File: src/sv/nlm_pkg.sv
package nlm_pkg;
	localparam int MAX_IMAGE_SIDE  = 32;
	localparam int MAX_PATCH_SIDE  = 8;
	localparam int MAX_SEARCH_SIDE = 8;
	localparam logic [31:0] FAR_DISTANCE = 32'h0014_0000;

	localparam logic [2:0] REG_IMAGE_ROWS  = 3'd0;
	localparam logic [2:0] REG_IMAGE_COLS  = 3'd1;
	localparam logic [2:0] REG_PATCH_ROWS  = 3'd2;
	localparam logic [2:0] REG_PATCH_COLS  = 3'd3;
	localparam logic [2:0] REG_SEARCH_ROWS = 3'd4;
	localparam logic [2:0] REG_SEARCH_COLS = 3'd5;
	localparam logic [2:0] REG_SKIP_STEP   = 3'd6;

	localparam logic CMD_LOAD    = 1'b0;
	localparam logic CMD_COMPUTE = 1'b1;

	typedef struct packed {
		logic       start;     // latch request and reset counters
		logic       cand_init; // set up candidate at current offsets
		logic       acc_step;  // accumulate one element
		logic       div_start; // start divider
		logic       div_step;  // one quotient bit
		logic       emit;      // load output register
		logic       adv;       // advance offsets
	} nlm_cmd_t;

	typedef struct packed {
		logic ref_ok;
		logic far;
		logic elem_last;
		logic div_done;
		logic win_last;
	} nlm_sts_t;

	function automatic logic [5:0] clamp6(input logic [5:0] v, input logic [5:0] hi);
		if (v == 6'd0) return 6'd1;
		if (v > hi) return hi;
		return v;
	endfunction
endpackage

File: src/sv/nlm_ctrl.sv
module nlm_ctrl import nlm_pkg::*; (
	input  logic     clk,
	input  logic     arst_n,
	input  logic     req,
	input  nlm_sts_t sts,
	input  logic     out_free,
	output nlm_cmd_t cmd,
	output logic     busy
);
	typedef enum logic [2:0] {S_IDLE, S_CHECK, S_CAND, S_ACC, S_DIV, S_EMIT} state_t;
	state_t state_q;

	always_comb begin
		cmd = '0;
		cmd.start = (state_q == S_IDLE) && req;
		unique case (state_q)
			S_IDLE: ;
			S_CHECK: cmd.cand_init = sts.ref_ok;
			S_CAND: begin
				if (!sts.far) cmd.acc_step = 1'b1;
			end
			S_ACC: begin
				cmd.acc_step = !sts.elem_last;
				cmd.div_start = sts.elem_last;
			end
			S_DIV: cmd.div_step = !sts.div_done;
			S_EMIT: begin
				cmd.emit = out_free;
				cmd.adv = out_free && !sts.win_last;
				cmd.cand_init = out_free && !sts.win_last;
			end
			default: ;
		endcase
	end

	// Candidate setup happens on entry to S_CAND; the first element is read there.
	always_ff @(posedge clk or negedge arst_n) begin
		if (!arst_n) begin
			state_q <= S_IDLE;
		end else begin
			unique case (state_q)
				S_IDLE: if (req) state_q <= S_CHECK;
				S_CHECK: state_q <= sts.ref_ok ? S_CAND : S_IDLE;
				S_CAND: state_q <= sts.far ? S_EMIT : S_ACC;
				S_ACC: if (sts.elem_last) state_q <= S_DIV;
				S_DIV: if (sts.div_done) state_q <= S_EMIT;
				S_EMIT: if (out_free) state_q <= sts.win_last ? S_IDLE : S_CAND;
				default: state_q <= S_IDLE;
			endcase
		end
	end

	assign busy = (state_q != S_IDLE);
endmodule

File: config.mk
export PLATFORM = sky130hd
export DESIGN_NAME = nlm_ctrl
export DESIGN_NICKNAME = d
export VERILOG_FILES = /design/src/sv/nlm_pkg.sv /design/src/sv/nlm_ctrl.sv
export SDC_FILE = /design/constraint.sdc
export NUM_CORES = 1
export LEC_CHECK = 0
export ABC_AREA = 1
export BUFFER_PORTS_ARGS = -buffer_cell sky130_fd_sc_hd__buf_2
export CORE_AREA = 3 3 40 42
export DETAILED_ROUTE_END_ITERATION = 10
export DIE_AREA = 0 0 43 45
export PLACE_DENSITY = 0.57
export SETUP_SLACK_MARGIN = 0.3
export SLEW_MARGIN = 20
export SYNTH_ARGS = -nofsm -noshare
export SYNTH_HDL_FRONTEND = slang
export SYNTH_SLANG_ARGS = --single-unit
File: constraint.sdc
create_clock -name clk -period 1.6 [get_ports clk]
set_input_delay 0.16 -clock clk [delete_from_list [all_inputs] [get_ports clk]]
set_output_delay 0.16 -clock clk [all_outputs]
set_load 0.01 [all_outputs]
Word-level counts from Yosys, hierarchy flattened
Cells that the tools add are included.
{ "op_classes": {"div_mod_pow": 0, "add_sub_neg": 0, "n_lt_le_gt_ge": 0, "muxes": 14, "n_reduce_logical": 8, "eq_ne": 9, "mul": 0, "shift": 0, "bitwise_logic": 0} }
{ "op_table": {"columns": ["op", "count"], "rows": [
  ["3-bit one-hot mux with 6 select lines", 1],
  ["3-bit two-way mux", 5],
  ["2-bit inequality test (second input constant)", 4],
  ["3-bit by 2-bit equality test with 1-bit output (second input constant)", 2],
  ["3-bit equality test (second input constant)", 2],
  ["2-bit two-way mux", 3],
  ["1-bit one-hot mux with 2 select lines", 2],
  ["4-bit AND reduction", 1],
  ["3-bit by 1-bit equality test with 1-bit output (second input constant)", 1],
  ["1-bit zero test", 3],
  ["3-bit zero test", 1],
  ["1-bit two-way mux", 3],
  ["3-bit nonzero test", 1],
  ["1-bit logical AND", 2]
]} }
{ "totals": {"ramBits": 0, "register_bits": 3, "output_inout_bits": 8, "latchBits": 0, "memories": 0, "mem_bits_ro": 0, "inputBits": 9} }

Logic depth before layout (Yosys ltp)
Gate-level depths: netlist of the first run.
{ "depth": {"depth_word": 3, "depth_mapped": 8, "ltp_nobuf": 7} }

Worst setup path before layout of the first run
OpenSTA, ideal clock, no wires.
{ "synth_path": {"path_type": "flip-flop to output port", "startpoint": "register state_q[0]", "endpoint": "output port cmd[6] (netlist bit)", "arrival_time_ns": 0.927, "path_stages_with_launch": 5, "path_slack_ns": 0.513, "path_cell_list": "dfrtp_1 buf_6 nor2_2 nand2_1 nor2_1"} }
{ "synth_lines": {"columns": ["element", "line", "source"], "rows": [
  ["from (decl)", "nlm_ctrl.sv:11", "state_t state_q;"],
  ["from (signal assigned)", "nlm_ctrl.sv:43", "S_CHECK: state_q <= sts.ref_ok ? S_CAND : S_IDLE;"],
  ["from (signal assigned)", "nlm_ctrl.sv:44", "S_CAND: state_q <= sts.far ? S_EMIT : S_ACC;"],
  ["from (signal assigned)", "nlm_ctrl.sv:47", "S_EMIT: if (out_free) state_q <= sts.win_last ? S_IDLE : S_CAND;"],
  ["to (decl)", "nlm_ctrl.sv:7", "output nlm_cmd_t cmd,"]
]} }

==> results_dict.tcl, run 1 <==
set metrics [dict create \
    outcome "completed" \
    die_y_um 45 \
    fp.dieArea_mm2 0.00194 \
    hold_viol_final 0 \
    p_per_area_mw_per_mm2 1480 \
    fin_area_um2 439 \
    top_regs "state_q (3)" \
    yosysUniqueCellTypes 17 \
    drive_above_1_share_pct 48.5 \
    crit_type "flip-flop to output port" \
    yosys_register_bits 3 \
    synthTopCellsByArea "dfrtp_1 25%, inv_1 10%, nand2_1 10%, buf_6 7.6%, nand3_1 6.8%" \
    htree_levels 1 \
    place_hpwl_um 559 \
    cp-end-kind "output port" \
    multi_input_area_um2 181 \
    p_comb_share_pct 49.7 \
    grt_use_total_pct 7.33 \
    drc 0 \
    cts_made_buffers 3 \
    port_buffers 16 \
    ant_nets 0 \
    cts.reportedPaths.clkPinSlew_ns 0.04 \
    overflow 0 \
    cp_data_required_time_ns 1.44 \
    clkSinkCount 3 \
    maxSlewHeadroom_pct 86.5 \
    syn_area_um2 295 \
    post-route-util_pct 34.2 \
    core_area_mm2 0.00128 \
    routed_via_density 4.31 \
    crit_path_start_kind "flip-flop" \
    n_antenna_cell 0 \
    finalSetupTns_ns 0 \
    tightestPinTransition_ns 0.203 \
    finClkSkew_ns 0.00329 \
    placed_area_um2 372 \
    root_buffer "clkbuf_4" \
    p_seq_share_pct 30.4 \
    vias 349 \
    total_power_uw 652 \
    gp_congestion 0.772 \
    power.leakage_uw 0.000260 \
    drtPass1Iterations 4 \
    die_x_um 43 \
    largest_reg_flops 3 \
    power_frac_clock_pct 19.9 \
    clock_path_buffers 2 \
    arrival_ns 1.17 \
    synth_sequential_area_ratio_pct 25.4 \
    p_sw_share_pct 46.5 \
    rsz0062_at_grt "true" \
    grt_pass1_wl_um 1090 \
    regArea_um2 78.8 \
    fillers 144 \
    cts_tree "built" \
    syn-num-nets 55 \
    top_register "state_q" \
    antenna_found_initial 0 \
    yosysTopAreaCell "dfrtp_1" \
    finalSetupViolations 0 \
    hold_class "input pin to flip-flop" \
    period_share_pct 83.2 \
    placed_cells 75 \
    peakVddDrop_v 0.000494 \
    internal-power_uw 349 \
    dr.first_iter.drc_count 5 \
    initial_core_util_pct 23.0 \
    clock_latency_ns 0.23 \
    synth.top_cell.area_share_pct 25.4 \
    syn2layout_area_growth_pct 48.7 \
    fin_nets 76 \
    crit_fanout 10 \
    wl_per_cell_um 8.74 \
    switchingPower_uw 303 \
    ys_warn_count 0 \
    drv_slew 0 \
    syn_inst 46 \
    grt_pass1_vias 299 \
    synth_area_per_cell_um2 6.42 \
    maxCapViolCount 0 \
    grt_max_degree 11 \
    wl_um 708 \
    layout_min_cycle_time_ns 1.33 \
    ios 17 \
    post_layout_nonfiller_instances 81 \
    num_rows 13 \
    fmax_ghz 0.751 \
]
==> layout make-up <==
class | instances | share of cell area (%)
multi-input combinational | 32 | 41.3
timing repair buffer | 18 | 22.2
sequential | 3 | 17.9
inverter | 9 | 8.26
clock buffer | 4 | 5.98
tap | 15 | 4.27
==> layer usage <==
layer	GRT usage (%)	up-vias	wire [um]
met4	3.61	0	0
met5	0	-	0
met1	9.42	144	340
li1	-	190	-
met3	2.79	0	65
met2	10.8	15	302
==> critical path, cell delays in order, from the launching register on <==
cell and delay, ns:
dfrtp_2 0.47, inv_1 0.12, nand4_1 0.12, o21ai_1 0.09, buf_2 0.14
==> logic make-up (layout without fill, tap and decap cells) <==
logic type	after synthesis	count (layout)	synth area share (%)
buffers and inverters	11	31	19.1
DFF	3	3	25.4
AOI/OAI and AO/OA	5	5	11.0
and+or+nand+nor	27	27	44.5
==> path summary, 6_finish.rpt <==
path | startpoint | to | slack [ns] | cells past startpoint
min | out_free | state_q[0]$_DFFE_PN0P_ | 0.21 | 3
max | state_q[2]$_DFFE_PN0P_ | cmd[5] | 0.27 | 4
max reg2reg | state_q[0]$_DFFE_PN0P_ | state_q[1]$_DFFE_PN0P_ | 0.41 | 7
max in group asynchronous | arst_n | state_q[2]$_DFFE_PN0P_ | 1.23 | 2
min in group asynchronous | arst_n | state_q[0]$_DFFE_PN0P_ | 0.25 | 2
min reg2reg | state_q[1]$_DFFE_PN0P_ | state_q[0]$_DFFE_PN0P_ | 0.66 | 3
==> repair_timing <==
action,4_1_cts,5_1_grt
endpoints found under the hold margin,3,0
gates resized for setup,4,5
setup endpoints to repair,5,8
hold buffers,1,0
setup buffers,0,1
==> layout by cell type, fill, tap and decap left out <==
| master | n |
|---|---|
| dfrtp_2 | 3 |
| dlygate4sd3_1 | 1 |
| nand4_1 | 3 |
| nand2_1 | 8 |
| buf_2 | 16 |
| a21oi_1 | 1 |
| nand3_1 | 3 |
| nor2_2 | 2 |
| nor2_1 | 4 |
| o21ai_1 | 1 |
| o21a_1 | 1 |
| nand3b_1 | 1 |
| nor3_2 | 1 |
| nor2_4 | 1 |
| inv_1 | 8 |
| o21bai_1 | 1 |
| buf_4 | 1 |
| nand3_2 | 1 |
| clkbuf_4 | 3 |
| a22oi_1 | 1 |
| inv_4 | 1 |
| nand2_2 | 3 |
| clkbuf_1 | 1 |
==> stage by stage <==
| stage | hold slack, ns | setup slack [ns] |
|---|---|---|
| after floorplan | -0.136 | 0.513 |
| after global placement | -0.0444 | 0.449 |
| after detailed placement | -0.0438 | 0.420 |
| after CTS | 0.207 | 0.241 |
| after global routing | 0.217 | 0.189 |
| final | 0.215 | 0.269 |
==> power by group through the flow <==
stage / Clock, uW / Sequential, uW / Combinational [uW]
after floorplan: 0 / 127 / 301
after global placement: 0 / 181 / 301
after detailed placement: 0 / 179 / 302
after CTS: 137 / 183 / 311
after global routing: 143 / 209 / 368
final: 130 / 198 / 324
==> synthesized netlist by cell type <==
| cell | count |
|---|---|
| nor2_1 | 5 |
| nand4_1 | 3 |
| nor2_2 | 2 |
| dfrtp_1 | 3 |
| o21a_1 | 1 |
| inv_2 | 1 |
| nand3b_1 | 1 |
| o21ai_0 | 1 |
| buf_6 | 2 |
| a22oi_1 | 1 |
| nand3_1 | 4 |
| nand2_1 | 8 |
| a21oi_1 | 1 |
| nor3_1 | 1 |
| nand2_2 | 3 |
| inv_1 | 8 |
| o21bai_1 | 1 |
No activity file was read; power rests on OpenSTA's default activity.
==> inputs of run 2 (changes only) <==
clock period = 1.35 ns   (was 1.6 ns; I/O delays follow)
==> results_dict.tcl, run 2 (same netlist as run 1, synthesis figures left out) <==
set metrics [dict create \
    outcome "completed" \
    p_sw_share_pct 44.1 \
    drtPass1Iterations 3 \
    cp_slowest_stage_delay_ns 0.44 \
    maxSlewHeadroom_pct 85.5 \
    htree_levels 1 \
    finalSetupTns_ns 0 \
    core_area_mm2 0.00128 \
    port_buffers 16 \
    routed_via_density 4.41 \
    syn2layout_area_growth_pct 78.0 \
    top_register "state_q" \
    p_per_area_mw_per_mm2 1860 \
    wl_um 858 \
    period_share_pct 100 \
    switchingPower_uw 431 \
    layout_min_cycle_time_ns 1.35 \
    hold_viol_final 0 \
    crit_fanout 4 \
    power.leakage_uw 0.000295 \
    cts_tree "built" \
    final_cell_mix "15 x buf_2, 7 x inv_1, 7 x nand2_1" \
    cp_data_required_time_ns 1.22 \
    power_frac_clock_pct 16.0 \
    finalSetupViolations 0 \
    cp-end-kind "output port" \
    n_antenna_cell 0 \
    top_regs "state_q (3)" \
    antenna_found_initial 0 \
    cts_made_buffers 3 \
    drive_above_1_share_pct 57.7 \
    drc 0 \
    ant_nets 0 \
    peakVddDrop_v 0.000792 \
    place_hpwl_um 583 \
    cts.reportedPaths.clkPinSlew_ns 0.04 \
    fin_area_um2 526 \
    worst_slack_ns 0.000238 \
    vias 379 \
    clock_latency_ns 0.23 \
    fin_nets 81 \
    initial_core_util_pct 23.0 \
    crit_type "flip-flop to output port" \
    placed_area_um2 374 \
    cp_cell_sequence "buf_12 -> nor2_4 -> nand3b_1 -> inv_1 -> buf_2" \
    drv_slew 0 \
    maxCapViolCount 0 \
    arrival_ns 1.21 \
    crit_path_start_kind "flip-flop" \
    gp_congestion 0.780 \
    ios 17 \
    clock_path_buffers 2 \
    root_buffer "clkbuf_4" \
    rsz0062_at_grt "true" \
    place_ws_ns 0.216 \
    die_y_um 45 \
    grt_pass1_vias 340 \
    hold_class "input pin to flip-flop" \
    finClkSkew_ns 0.00459 \
    slowest_stage "dfrtp_2" \
    grt_use_total_pct 10.3 \
    num_rows 13 \
    fmax_ghz 0.741 \
    internal-power_uw 546 \
    p_seq_share_pct 24.7 \
    grt_pass1_wl_um 1390 \
    mostFrequentLayoutCell "buf_2" \
    tightestPinTransition_ns 0.217 \
    fp.dieArea_mm2 0.00194 \
    overflow 0 \
    grt_max_degree 10 \
    clkSinkCount 3 \
    wl_per_cell_um 9.98 \
    p_comb_share_pct 59.4 \
    die_x_um 43 \
    largest_reg_flops 3 \
    dr.first_iter.drc_count 4 \
]
==> run 2: cell types whose count changed in the layout (fill, tap and decap cells not counted), sizes merged <==
cell,previous run,this run
buf,17,22
==> run 2: critical path, delay by kind of cell (launching register included) <==
kind          cells  cell delay (ns)
buf+inv           3             0.33
simple gates      2             0.22
flops             1             0.44
==> run 2: final timing paths <==
kind | slack, ns | depth (start not counted) | startpoint | endpoint
min reg2reg | 0.64 | 3 | state_q[1]$_DFFE_PN0P_ | state_q[0]$_DFFE_PN0P_
max in group asynchronous | 0.99 | 2 | arst_n | state_q[2]$_DFFE_PN0P_
max | 0.0002 | 5 | state_q[1]$_DFFE_PN0P_ | cmd[2]
min in group asynchronous | 0.24 | 2 | arst_n | state_q[1]$_DFFE_PN0P_
min | 0.20 | 3 | out_free | state_q[0]$_DFFE_PN0P_
max reg2reg | 0.15 | 9 | state_q[1]$_DFFE_PN0P_ | state_q[0]$_DFFE_PN0P_
==> run 2: layer usage <==
metal | global-route usage, % | wire, um
met1 | 11.1 | 351
met5 | 0 | 0
met4 | 12.7 | 39
met3 | 2.39 | 58
met2 | 15.3 | 408
==> run 2: power groups by stage <==
stage	registers [uW]	clock network (uW)	logic, uW
finish	241	156	580
global route	251	178	643
CTS	225	164	484
detailed placement	211	0	363
global placement	213	0	362
floorplan	151	0	362
==> run 2: layout make-up <==
cell class	instances	area, um2
Inverter	9	36.3
Tap cell	15	18.8
Sequential cell	3	78.8
Timing Repair Buffer	23	161
Fill cell	142	759
Multi-Input combinational cell	32	204
Clock buffer	4	26.3
==> run 2: stage by stage <==
step | utilization [%] | total power (uW) | hold slack [ns] | instances
6_report | 40.9 | 977 | 0.202 | 86
2_1_floorplan | - | 513 | -0.161 | 46
3_3_place_gp | 29.1 | 575 | -0.0690 | 75
3_5_place_dp | 29.1 | 575 | -0.0672 | 75
5_1_grt | 40.9 | 1070 | 0.190 | 86
4_1_cts | 36.7 | 872 | 0.191 | 84
==> run 2: what timing repair did <==
action | in CTS | in global routing
resized for setup | 11 | 7
buffers inserted | 4 | 2
hold buffers | 1 | 0
hold endpoints to repair | 3 | 0
setup endpoints to repair | 11 | 11
pin swaps | 1 | 5
